$ cat src/hw/rtl/ifp_pkg.sv
// ----------------------------------------------------------------------------
// ifp_pkg
// Shared constants and types for the angle frame parser.
// ----------------------------------------------------------------------------
`default_nettype none

package ifp_pkg;

  localparam logic [7:0] HDR_FIRST  = 8'h55;
  localparam logic [7:0] HDR_SECOND = 8'h53;

  // Byte positions inside the 11-byte frame
  localparam logic [3:0] POS_BODY    = 4'd2;
  localparam logic [3:0] POS_PITCH_L = 4'd4;
  localparam logic [3:0] POS_PITCH_H = 4'd5;
  localparam logic [3:0] POS_YAW_L   = 4'd6;
  localparam logic [3:0] POS_YAW_H   = 4'd7;
  localparam logic [3:0] POS_CSUM    = 4'd10;

  // One decoded angle pair, raw codes (LSB = 180/32768 degree)
  typedef struct packed {
    logic signed [15:0] pitch_code;
    logic signed [15:0] yaw_code;
  } angle_t;

endpackage

`default_nettype wire

$ cat src/hw/rtl/ifp_frame_fsm.sv
// ----------------------------------------------------------------------------
// ifp_frame_fsm
// Header hunt, byte counting, running checksum and angle byte capture.
// ----------------------------------------------------------------------------
`default_nettype none

module ifp_frame_fsm (
  input  wire logic          clk,
  input  wire logic          rst_n,
  input  wire logic          take,
  input  wire logic [7:0]    rx_byte,
  output logic               hit,
  output ifp_pkg::angle_t    angle
);
  import ifp_pkg::*;

  typedef enum logic [1:0] {
    PH_HUNT = 2'd0,
    PH_HDR2 = 2'd1,
    PH_BODY = 2'd2
  } phase_t;

  phase_t      phase_r, phase_nxt;
  logic [3:0]  pos_r, pos_nxt;
  logic [7:0]  sum_r, sum_nxt;
  logic [15:0] pitch_r, pitch_nxt;
  logic [15:0] yaw_r, yaw_nxt;
  logic        hit_nxt;

  always_comb begin
    phase_nxt = phase_r;
    pos_nxt   = pos_r;
    sum_nxt   = sum_r;
    pitch_nxt = pitch_r;
    yaw_nxt   = yaw_r;
    hit_nxt   = 1'b0;
    case (phase_r)
      PH_HDR2: begin
        if (rx_byte == HDR_SECOND) begin
          sum_nxt   = sum_r + rx_byte;
          pos_nxt   = POS_BODY;
          phase_nxt = PH_BODY;
        end else begin
          // a repeated 0x55 here is not a new start
          phase_nxt = PH_HUNT;
          pos_nxt   = 4'd0;
        end
      end
      PH_BODY: begin
        if (pos_r >= POS_CSUM) begin
          hit_nxt   = (rx_byte == sum_r);
          phase_nxt = PH_HUNT;
          pos_nxt   = 4'd0;
        end else begin
          case (pos_r)
            POS_PITCH_L: pitch_nxt[7:0]  = rx_byte;
            POS_PITCH_H: pitch_nxt[15:8] = rx_byte;
            POS_YAW_L:   yaw_nxt[7:0]    = rx_byte;
            POS_YAW_H:   yaw_nxt[15:8]   = rx_byte;
            default: ;
          endcase
          sum_nxt = sum_r + rx_byte;
          pos_nxt = pos_r + 4'd1;
        end
      end
      default: begin
        phase_nxt = PH_HUNT;
        if (rx_byte == HDR_FIRST) begin
          sum_nxt   = rx_byte;
          pos_nxt   = 4'd1;
          phase_nxt = PH_HDR2;
        end
      end
    endcase
  end

  always_ff @(posedge clk) begin
    if (!rst_n) begin
      phase_r <= PH_HUNT;
      pos_r   <= 4'd0;
      sum_r   <= 8'd0;
      pitch_r <= 16'd0;
      yaw_r   <= 16'd0;
    end else if (take) begin
      phase_r <= phase_nxt;
      pos_r   <= pos_nxt;
      sum_r   <= sum_nxt;
      pitch_r <= pitch_nxt;
      yaw_r   <= yaw_nxt;
    end
  end

  // Result is known in the checksum byte's cycle; angles are already held.
  assign hit              = take & hit_nxt;
  assign angle.pitch_code = pitch_r;
  assign angle.yaw_code   = yaw_r;

endmodule

`default_nettype wire

$ cat src/hw/rtl/ifp_out_buf.sv
// ----------------------------------------------------------------------------
// ifp_out_buf
// Result register plus one skid entry; decouples output stall from input.
// ----------------------------------------------------------------------------
`default_nettype none

module ifp_out_buf (
  input  wire logic          clk,
  input  wire logic          rst_n,
  input  wire logic          push,
  input  wire ifp_pkg::angle_t push_data,
  output logic               full,
  output logic               out_valid,
  input  wire logic          out_stall,
  output ifp_pkg::angle_t    out_data
);
  import ifp_pkg::*;

  logic   main_vld_r, skid_vld_r;
  angle_t main_r, skid_r;
  logic   pop;

  assign pop = main_vld_r & ~out_stall;

  always_ff @(posedge clk) begin
    if (!rst_n) begin
      main_vld_r <= 1'b0;
      skid_vld_r <= 1'b0;
    end else if (skid_vld_r) begin
      // input is held off while the skid entry is occupied
      if (pop) begin
        main_r     <= skid_r;
        skid_vld_r <= 1'b0;
      end
    end else if (push) begin
      if (!main_vld_r || pop) begin
        main_r     <= push_data;
        main_vld_r <= 1'b1;
      end else begin
        skid_r     <= push_data;
        skid_vld_r <= 1'b1;
      end
    end else if (pop) begin
      main_vld_r <= 1'b0;
    end
  end

  assign full      = skid_vld_r;
  assign out_valid = main_vld_r;
  assign out_data  = main_r;

endmodule

`default_nettype wire

$ cat src/hw/rtl/imu_angle_frame_parser_unit.sv
// ----------------------------------------------------------------------------
// imu_angle_frame_parser_unit
// Angle frame parser: 0x55 0x53 header, eight body bytes, sum checksum.
// A good frame's angle pair is registered into the result register or skid entry.
// Throughput: one byte per cycle while in_stall is low; parser state updates in a single pass.
// in_stall rises only when the result register and its skid entry both hold.
// Reset (rst_n low, synchronous): parser hunts for 0x55, sum and angles zero.
// ----------------------------------------------------------------------------
`default_nettype none

module imu_angle_frame_parser_unit (
  input  wire logic               clk,
  input  wire logic               rst_n,
  // input channel: one serial byte per item
  input  wire logic               in_valid,
  output logic                    in_stall,
  input  wire logic [7:0]         in_rx_byte,
  // result channel: one angle pair per good frame
  output logic                    out_valid,
  input  wire logic               out_stall,
  output logic signed [15:0]      out_pitch_code,
  output logic signed [15:0]      out_yaw_code
);
  import ifp_pkg::*;

  logic   take;
  logic   hit;
  logic   buf_full;
  angle_t angle;
  angle_t out_angle;

  // Accept a byte unless both output slots are taken. The stall is a
  // register output, so it never depends on in_valid.
  assign in_stall = buf_full;
  assign take     = in_valid & ~buf_full;

  // Header hunt, running checksum and pitch/yaw capture
  ifp_frame_fsm u_fsm (
    .clk     (clk),
    .rst_n   (rst_n),
    .take    (take),
    .rx_byte (in_rx_byte),
    .hit     (hit),
    .angle   (angle)
  );

  // Result register with skid entry; a bad checksum never pushes
  ifp_out_buf u_obuf (
    .clk       (clk),
    .rst_n     (rst_n),
    .push      (hit),
    .push_data (angle),
    .full      (buf_full),
    .out_valid (out_valid),
    .out_stall (out_stall),
    .out_data  (out_angle)
  );

  assign out_pitch_code = out_angle.pitch_code;
  assign out_yaw_code   = out_angle.yaw_code;

endmodule

`default_nettype wire
$ cat config.mk
export PLATFORM = sky130hd
export DESIGN_NAME = imu_angle_frame_parser_unit
export DESIGN_NICKNAME = d
export VERILOG_FILES = /design/src/hw/rtl/ifp_pkg.sv /design/src/hw/rtl/ifp_frame_fsm.sv /design/src/hw/rtl/ifp_out_buf.sv /design/src/hw/rtl/imu_angle_frame_parser_unit.sv
export SDC_FILE = /design/constraint.sdc
export NUM_CORES = 1
export LEC_CHECK = 0
export CORE_MARGIN = 2
export CORE_UTILIZATION = 45
export DETAILED_ROUTE_END_ITERATION = 10
export DONT_BUFFER_PORTS = 1
export PLACE_DENSITY = 0.61
export SLEW_MARGIN = 15
export SYNTH_ARGS = -nofsm -noshare
export SYNTH_HDL_FRONTEND = slang
export SYNTH_SLANG_ARGS = --single-unit
export TNS_END_PERCENT = 10
$ cat constraint.sdc
create_clock -name clk -period 7.35 [get_ports clk]
set_input_delay 0.3675 -clock clk [delete_from_list [all_inputs] [get_ports clk]]
set_output_delay 0.3675 -clock clk [all_outputs]
set_load 0.01 [all_outputs]
==> run_results.csv, run 1 <==
group,metric,value,unit
run_status,status,"finished clean",
timing,setup_viol,0,
routing,dr_wl_met2,4456,microns
floorplanning,die_h,106.4,microns
routing,via_per_inst,5.376,
routing,totalWireLength,9105,microns
power,power_leakage,1.901,nW
routing,drt_iter0_drc,209,
timing,clock-skew-final,0.008893,ns
global_routing,grt_max_degree,39,
timing,slew_viol_final,0,
setup_path,cp.required,7.37,ns
logic_synthesis,synth-main-ff-cell,"edfxtp_1",
timing,fin_setup_tns,0,ns
placed_design,dp_slack,4.287,ns
cells_and_area,nNetsFinal,411,
routing,routed-wl-met3,343,microns
cells_and_area,area_growth,7.160,%
clocking,postCtsSetupBuffers,0,
placed_design,portBuffers,0,
timing,hold_violations,0,
clocking,numClockSinks,112,
routing,highest_layer,"met4",
floorplanning,io-pin-count,46,
placed_design,dp_cells,510,
global_routing,antenna_found_initial,0,
setup_path,cp-end-kind,"flip-flop",
global_routing,grt_usage,16.78,%
timing,setup_ws,4.398,ns
routing,routedWlPerCell,17.31,microns
power,ir_worst_vdd,0.1153,mV
cells_and_area,fillers,918,
clocking,clkTransAtPathRegs,0.10,ns
cells_and_area,mostFrequentLayoutCells,"edfxtp_1, dfxtp_1, nand2_1, mux2_2, a21oi_1",
global_routing,grt_pass1_wl,14710,microns
floorplanning,fp.coreArea,10230,sq um
logic_synthesis,synth_area,4718,sq um
power,power,1.040,mW
worst_hold_path,hold_class,"in -> reg",
power,power.density,205.8,nW/um^2
run,maxCapViolCount,0,
routing,ant_nets,0,
logic_synthesis,synth_cells,386,
cells_and_area,drive_above_1_share,15.38,%
clocking,clockBufferDepth,2,
clocking,cts_tree,"built",
logic_synthesis,synth.avg_cell_area,12.22,sq um
clocking,root_buffer,"clkbuf_8",
cells_and_area,seqCellArea,2883,sq um
timing,tightest_slew,0.9774,ns
routing,m1WireLength,4250,microns
floorplanning,initial_core_util,46.12,%
floorplanning,row_count,37,
floorplanning,die_area,11320,sq um
routing,drc_errors,0,
clocking,htreeDepth,3,
clocking,postCtsHoldBufs,0,
global_routing,grt_overflow,0,
timing,max_freq,0.3388,GHz
placed_design,dp_hpwl,6105,microns
clocking,insertion_delay,0.36,ns
timing,final.period_utilization,40.16,%
clocking,cts_buffers,9,
cells_and_area,diodes,0,
routing,dr.pass1.iters,4,
placed_design,place_congestion,0.8062,
logic_synthesis,synth_edf_count,64,
logic_synthesis,synth.distinct_cells,49,
setup_path,setup.worst_path.start_class,"flip-flop",
logic_synthesis,async_reset_ff_share,0,%
timing,max_slew_margin,34.84,%
logic_synthesis,yosys_warnings,0,
timing,fin_crit,2.952,ns
clocking,cts_resized,0,
logic_synthesis,synth-seq-cells,112,
global_routing,grt_pass1_vias,2805,
logic_synthesis,seq_area_frac_synth,61.10,%
routing,vias,2828,
cells_and_area,layout.cells.non_filler,526,
timing,grt_setup_unrepaired,"no",
setup_path,critPathKind,"reg -> reg",
setup_path,cp_data_arrival_time,2.97,ns
floorplanning,die_x,106.4,microns
setup_path,crit_path_max_fanout,32,
logic_synthesis,synth_nets,412,
cells_and_area,multi_input_area,1734,sq um
cells_and_area,final_common_cell,"edfxtp_1",
timing,whs,0.1383,ns
[area by class of cell]
type | count | area share, %
inverter | 12 | 0.8909
clock inverter | 6 | 1.312
timing repair buffer | 4 | 0.5939
multi-input combinational | 246 | 34.30
tap | 136 | 3.365
sequential | 112 | 57.02
clock buffer | 10 | 2.524
[state kept, by name (all words and copies together) (netlist names)]
signal	cells
u_obuf.out_data	32
u_obuf.skid_r	32
u_fsm.pitch_r	16
u_fsm.yaw_r	16
u_fsm.sum_r	8
u_fsm.pos_r	4
u_fsm.phase_r	2
u_obuf.full	1
u_obuf.out_valid	1
[synth_stat cells (3+ instances only)]
cell type,instances,area [sq um]
nor2_1,24,90.09
or3_1,3,18.77
nand2_1,35,131.4
mux2_2,32,360.4
dfxtp_1,48,960.9
nor4_1,3,18.77
nand3_1,27,135.1
edfxtp_1,64,1922
ha_1,13,162.7
a21boi_0,6,45.04
nand2b_1,3,18.77
nor3_1,5,25.02
a21oi_1,29,145.1
a211oi_1,5,37.54
mux2i_1,11,110.1
inv_1,11,41.29
clkbuf_1,10,37.54
nor2b_1,6,37.54
buf_1,4,15.01
o21ai_0,10,50.05
[final timing paths]
path / startpoint / endpoint / slack, ns / depth (start not counted)
worst max-delay path: u_fsm.sum_r[6] / u_obuf.out_data[14] / 4.40 / 6
worst min-delay path: rst_n / u_fsm.sum_r[6] / 0.14 / 1
worst max register to register: u_fsm.sum_r[6] / u_obuf.out_data[14] / 4.40 / 6
worst min register to register: u_fsm.yaw_r[1] / u_obuf.skid_r[1] / 0.47 / 0
[cell families after synthesis]
kind of cell | count (synthesis) | share of synthesized area, %
XOR/XNOR | 3 | 0.5570
multiplexers | 43 | 9.971
buffers and inverters | 28 | 2.413
adder cells (fa/ha/maj) | 14 | 3.872
AO/OA/AOI/OAI | 66 | 9.202
AND/OR/NAND/NOR | 120 | 12.89
flip-flops | 112 | 61.10
[routing by layer]
metal / track usage, % / up-vias
met1: 22.05 / 1379
met3: 4.108 / 4
met4: 4.323 / 0
li1: - / 1407
met2: 27.88 / 38
met5: 0 / -
[per-stage QoR]
stage / cell area, sq um / utilization [%]
2_1_floorplan: 4718 / -
3_3_place_gp: 4862 / 47.52
3_5_place_dp: 4862 / 47.52
4_1_cts: 5056 / 49.42
5_1_grt: 5056 / 49.42
6_report: 5056 / 49.42
[critical path: stages, from the launching register on]
cell      delay [ns]
dfxtp_1         0.33
ha_1            0.37
or4_1           0.55
nor4_1          0.59
a21oi_1         0.15
a211oi_4        0.18
buf_4           0.41
[where the power goes]
| group | leakage (nW) | internal (mW) | switching (mW) |
|---|---|---|---|
| Combinational | 0.673 | 0.00583 | 0.0103 |
| Clock | 0.0962 | 0.160 | 0.209 |
| Sequential | 1.13 | 0.655 | 0.0000823 |
Power figures use the tool's default switching activity.
==> run 2: changes to the inputs <==
==> constraint.sdc (replaced) <==
create_clock -name clk -period 2.86 [get_ports clk]
set_input_delay 0.143 -clock clk [delete_from_list [all_inputs] [get_ports clk]]
set_output_delay 0.143 -clock clk [all_outputs]
set_load 0.01 [all_outputs]
==> run 2 against run 1 <==
Effect of this change: cell count increased by 2.9%; clock skew up 0.0039 ns; first-iteration DRC count shrank 31%; sequential cell count unchanged; clock power grew 140%; sequential share of layout area fell by 1.7 points; largest power group unchanged; highest routed layer unchanged.
==> run_results.csv, run 2 (synthesis gave the netlist of run 1 again) <==
group,metric,value,unit
timing,max_slew_margin,52.29,%
global_routing,grt_overflow,0,
cells_and_area,nNetsFinal,426,
floorplanning,fp.coreArea,10230,sq um
setup_path,cp-end-kind,"flip-flop",
setup_path,reg2reg_depth,6,
power,pwr-share-clk,33.5,%
global_routing,grt_pass1_vias,2725,
timing,tightest_slew,0.7147,ns
timing,hold_violations,0,
worst_hold_path,whs_path_depth,4,
timing,slew_viol_final,0,
timing,grt_setup_unrepaired,"no",
setup_path,rrSetupSlack,0.40,ns
cells_and_area,fin_util,50.91,%
global_routing,grt_pass1_wl,14790,microns
timing,clock-skew-final,0.01281,ns
global_routing,grt_max_degree,38,
power,ir_worst_vdd,0.2099,mV
global_routing,antenna_found_initial,0,
global_routing,grt_usage,17.40,%
routing,totalWireLength,9295,microns
floorplanning,die_h,106.4,microns
routing,routedWlPerCell,17.18,microns
clocking,postCtsSetupBuffers,0,
power,switching_power,0.5931,mW
cells_and_area,drive_above_1_share,17.04,%
power,power_leakage,1.977,nW
cells_and_area,layout.cells.non_filler,541,
floorplanning,die_area,11320,sq um
timing,fin_crit,2.462,ns
cells_and_area,seqCellArea,2883,sq um
routing,dr.pass1.iters,4,
setup_path,cp_data_arrival_time,2.52,ns
cells_and_area,final_common_cell,"edfxtp_1",
placed_design,dp_cells,515,
floorplanning,io-pin-count,46,
clocking,insertion_delay,0.38,ns
clocking,cts_buffers,9,
placed_design,placed_area,4931,sq um
timing,setup_viol,0,
timing,whs,0.03408,ns
timing,fin_setup_tns,0,ns
run,maxCapViolCount,0,
floorplanning,die_x,106.4,microns
clocking,clkTransAtPathRegs,0.11,ns
floorplanning,initial_core_util,46.12,%
timing,final.period_utilization,86.10,%
setup_path,critPathKind,"reg -> reg",
floorplanning,row_count,37,
routing,via_per_inst,5.355,
run_status,status,"finished clean",
worst_hold_path,hold_start,"in_rx_byte[1]",
power,power.density,505.5,nW/um^2
clocking,root_buffer,"clkbuf_8",
worst_hold_path,hold-path-endpoint,"u_fsm.sum_r[1]",
power,p_sw_share,22.53,%
cells_and_area,diodes,0,
routing,ant_nets,0,
setup_path,reg2reg_to,"u_obuf.out_data[14]",
power,combPwrFrac,2.6,%
placed_design,place_congestion,0.8441,
cells_and_area,area_growth,10.40,%
timing,max_freq,0.4061,GHz
clocking,numClockSinks,112,
setup_path,setup.worst_path.start_class,"flip-flop",
cells_and_area,fillers,913,
routing,drc_errors,0,
worst_hold_path,hold_class,"in -> reg",
cells_and_area,mostFrequentLayoutCells,"edfxtp_1, dfxtp_1, nand2_1, mux2_2, a21oi_1",
power,seqPwrFrac,63.9,%
cells_and_area,multi_input_area,1765,sq um
placed_design,dp_hpwl,5953,microns
clocking,clockBufferDepth,2,
setup_path,cp.required,2.92,ns
clocking,cts_tree,"built",
placed_design,portBuffers,0,
setup_path,reg2reg_from,"u_fsm.sum_r[5]",
routing,drt_iter0_drc,144,
cells_and_area,stdcell_area,5209,sq um
setup_path,crit_path_max_fanout,21,
routing,vias,2897,
power,internal_power,2.040,mW
clocking,htreeDepth,3,
==> run 2: cell types whose count changed in the layout (fill, tap and decap cells not counted) <==
cell,before,now
nor4_4,0,1
buf_4,4,9
or4_4,0,1
dlygate4sd3_1,0,10
ha_4,0,1
or4_1,2,1
clkinv_1,1,0
ha_1,13,12
nor4_1,3,2
bufinv_16,1,0
inv_6,1,3
==> run 2: final cells by class <==
| class | instances | area share [%] |
|---|---|---|
| sequential | 112 | 55.34 |
| multi-input combinational | 246 | 33.89 |
| tap | 136 | 3.267 |
| timing repair buffer | 19 | 3.219 |
| clock buffer | 10 | 2.450 |
| clock inverter | 6 | 0.9608 |
| inverter | 12 | 0.8648 |
==> run 2: repair_timing <==
item	in CTS	in global routing
endpoints found under the hold margin	40	0
hold buffers	10	0
resized for setup	0	0
endpoints found under the setup margin	0	0
==> run 2: power by group through the flow <==
stage / Sequential, mW / Clock, mW / Combinational, mW
2_1_floorplan: 1.72 / 0 / 0.0373
3_3_place_gp: 1.72 / 0 / 0.0419
3_5_place_dp: 1.72 / 0 / 0.0425
4_1_cts: 1.68 / 0.912 / 0.0685
5_1_grt: 1.68 / 0.970 / 0.0737
6_report: 1.68 / 0.881 / 0.0687
==> run 2: through the flow <==
stage	power, mW	worst slack [ns]
final	2.633	0.3977
after global routing	2.727	0.2214
after CTS	2.663	0.3681
after detailed placement	1.762	0.4056
after global placement	1.761	0.4701
after floorplan	1.757	0.06348
==> run 2: worst max-delay path by stage <==
| stage | start | endpoint | slack [ns] |
|---|---|---|---|
| floorplan | u_fsm.sum_r[5] | u_obuf.out_data[0] | 0.06 |
| global placement | u_fsm.sum_r[5] | u_obuf.out_data[12] | 0.47 |
| detailed placement | u_fsm.sum_r[5] | u_obuf.out_data[14] | 0.41 |
| CTS | u_fsm.sum_r[5] | u_obuf.out_data[14] | 0.37 |
| global route | u_fsm.sum_r[5] | u_obuf.out_data[11] | 0.22 |
| finish | u_fsm.sum_r[5] | u_obuf.out_data[14] | 0.40 |
==> run 2: per-layer routing <==
metal / global-route usage, % / wire, microns / vias to the layer above
met3: 5.212 / 464 / 6
met4: 5.075 / 93 / 0
met1: 23.43 / 4317 / 1380
met5: 0 / 0 / -
met2: 27.24 / 4419 / 65
li1: - / - / 1446
==> run 2: worst max-delay path: stages, from the launching register on <==
cell,delay (ns)
dfxtp_1,0.33
ha_1,0.34
or4_4,0.55
nor4_4,0.20
a21oi_1,0.12
a211oi_4,0.26
buf_4,0.32
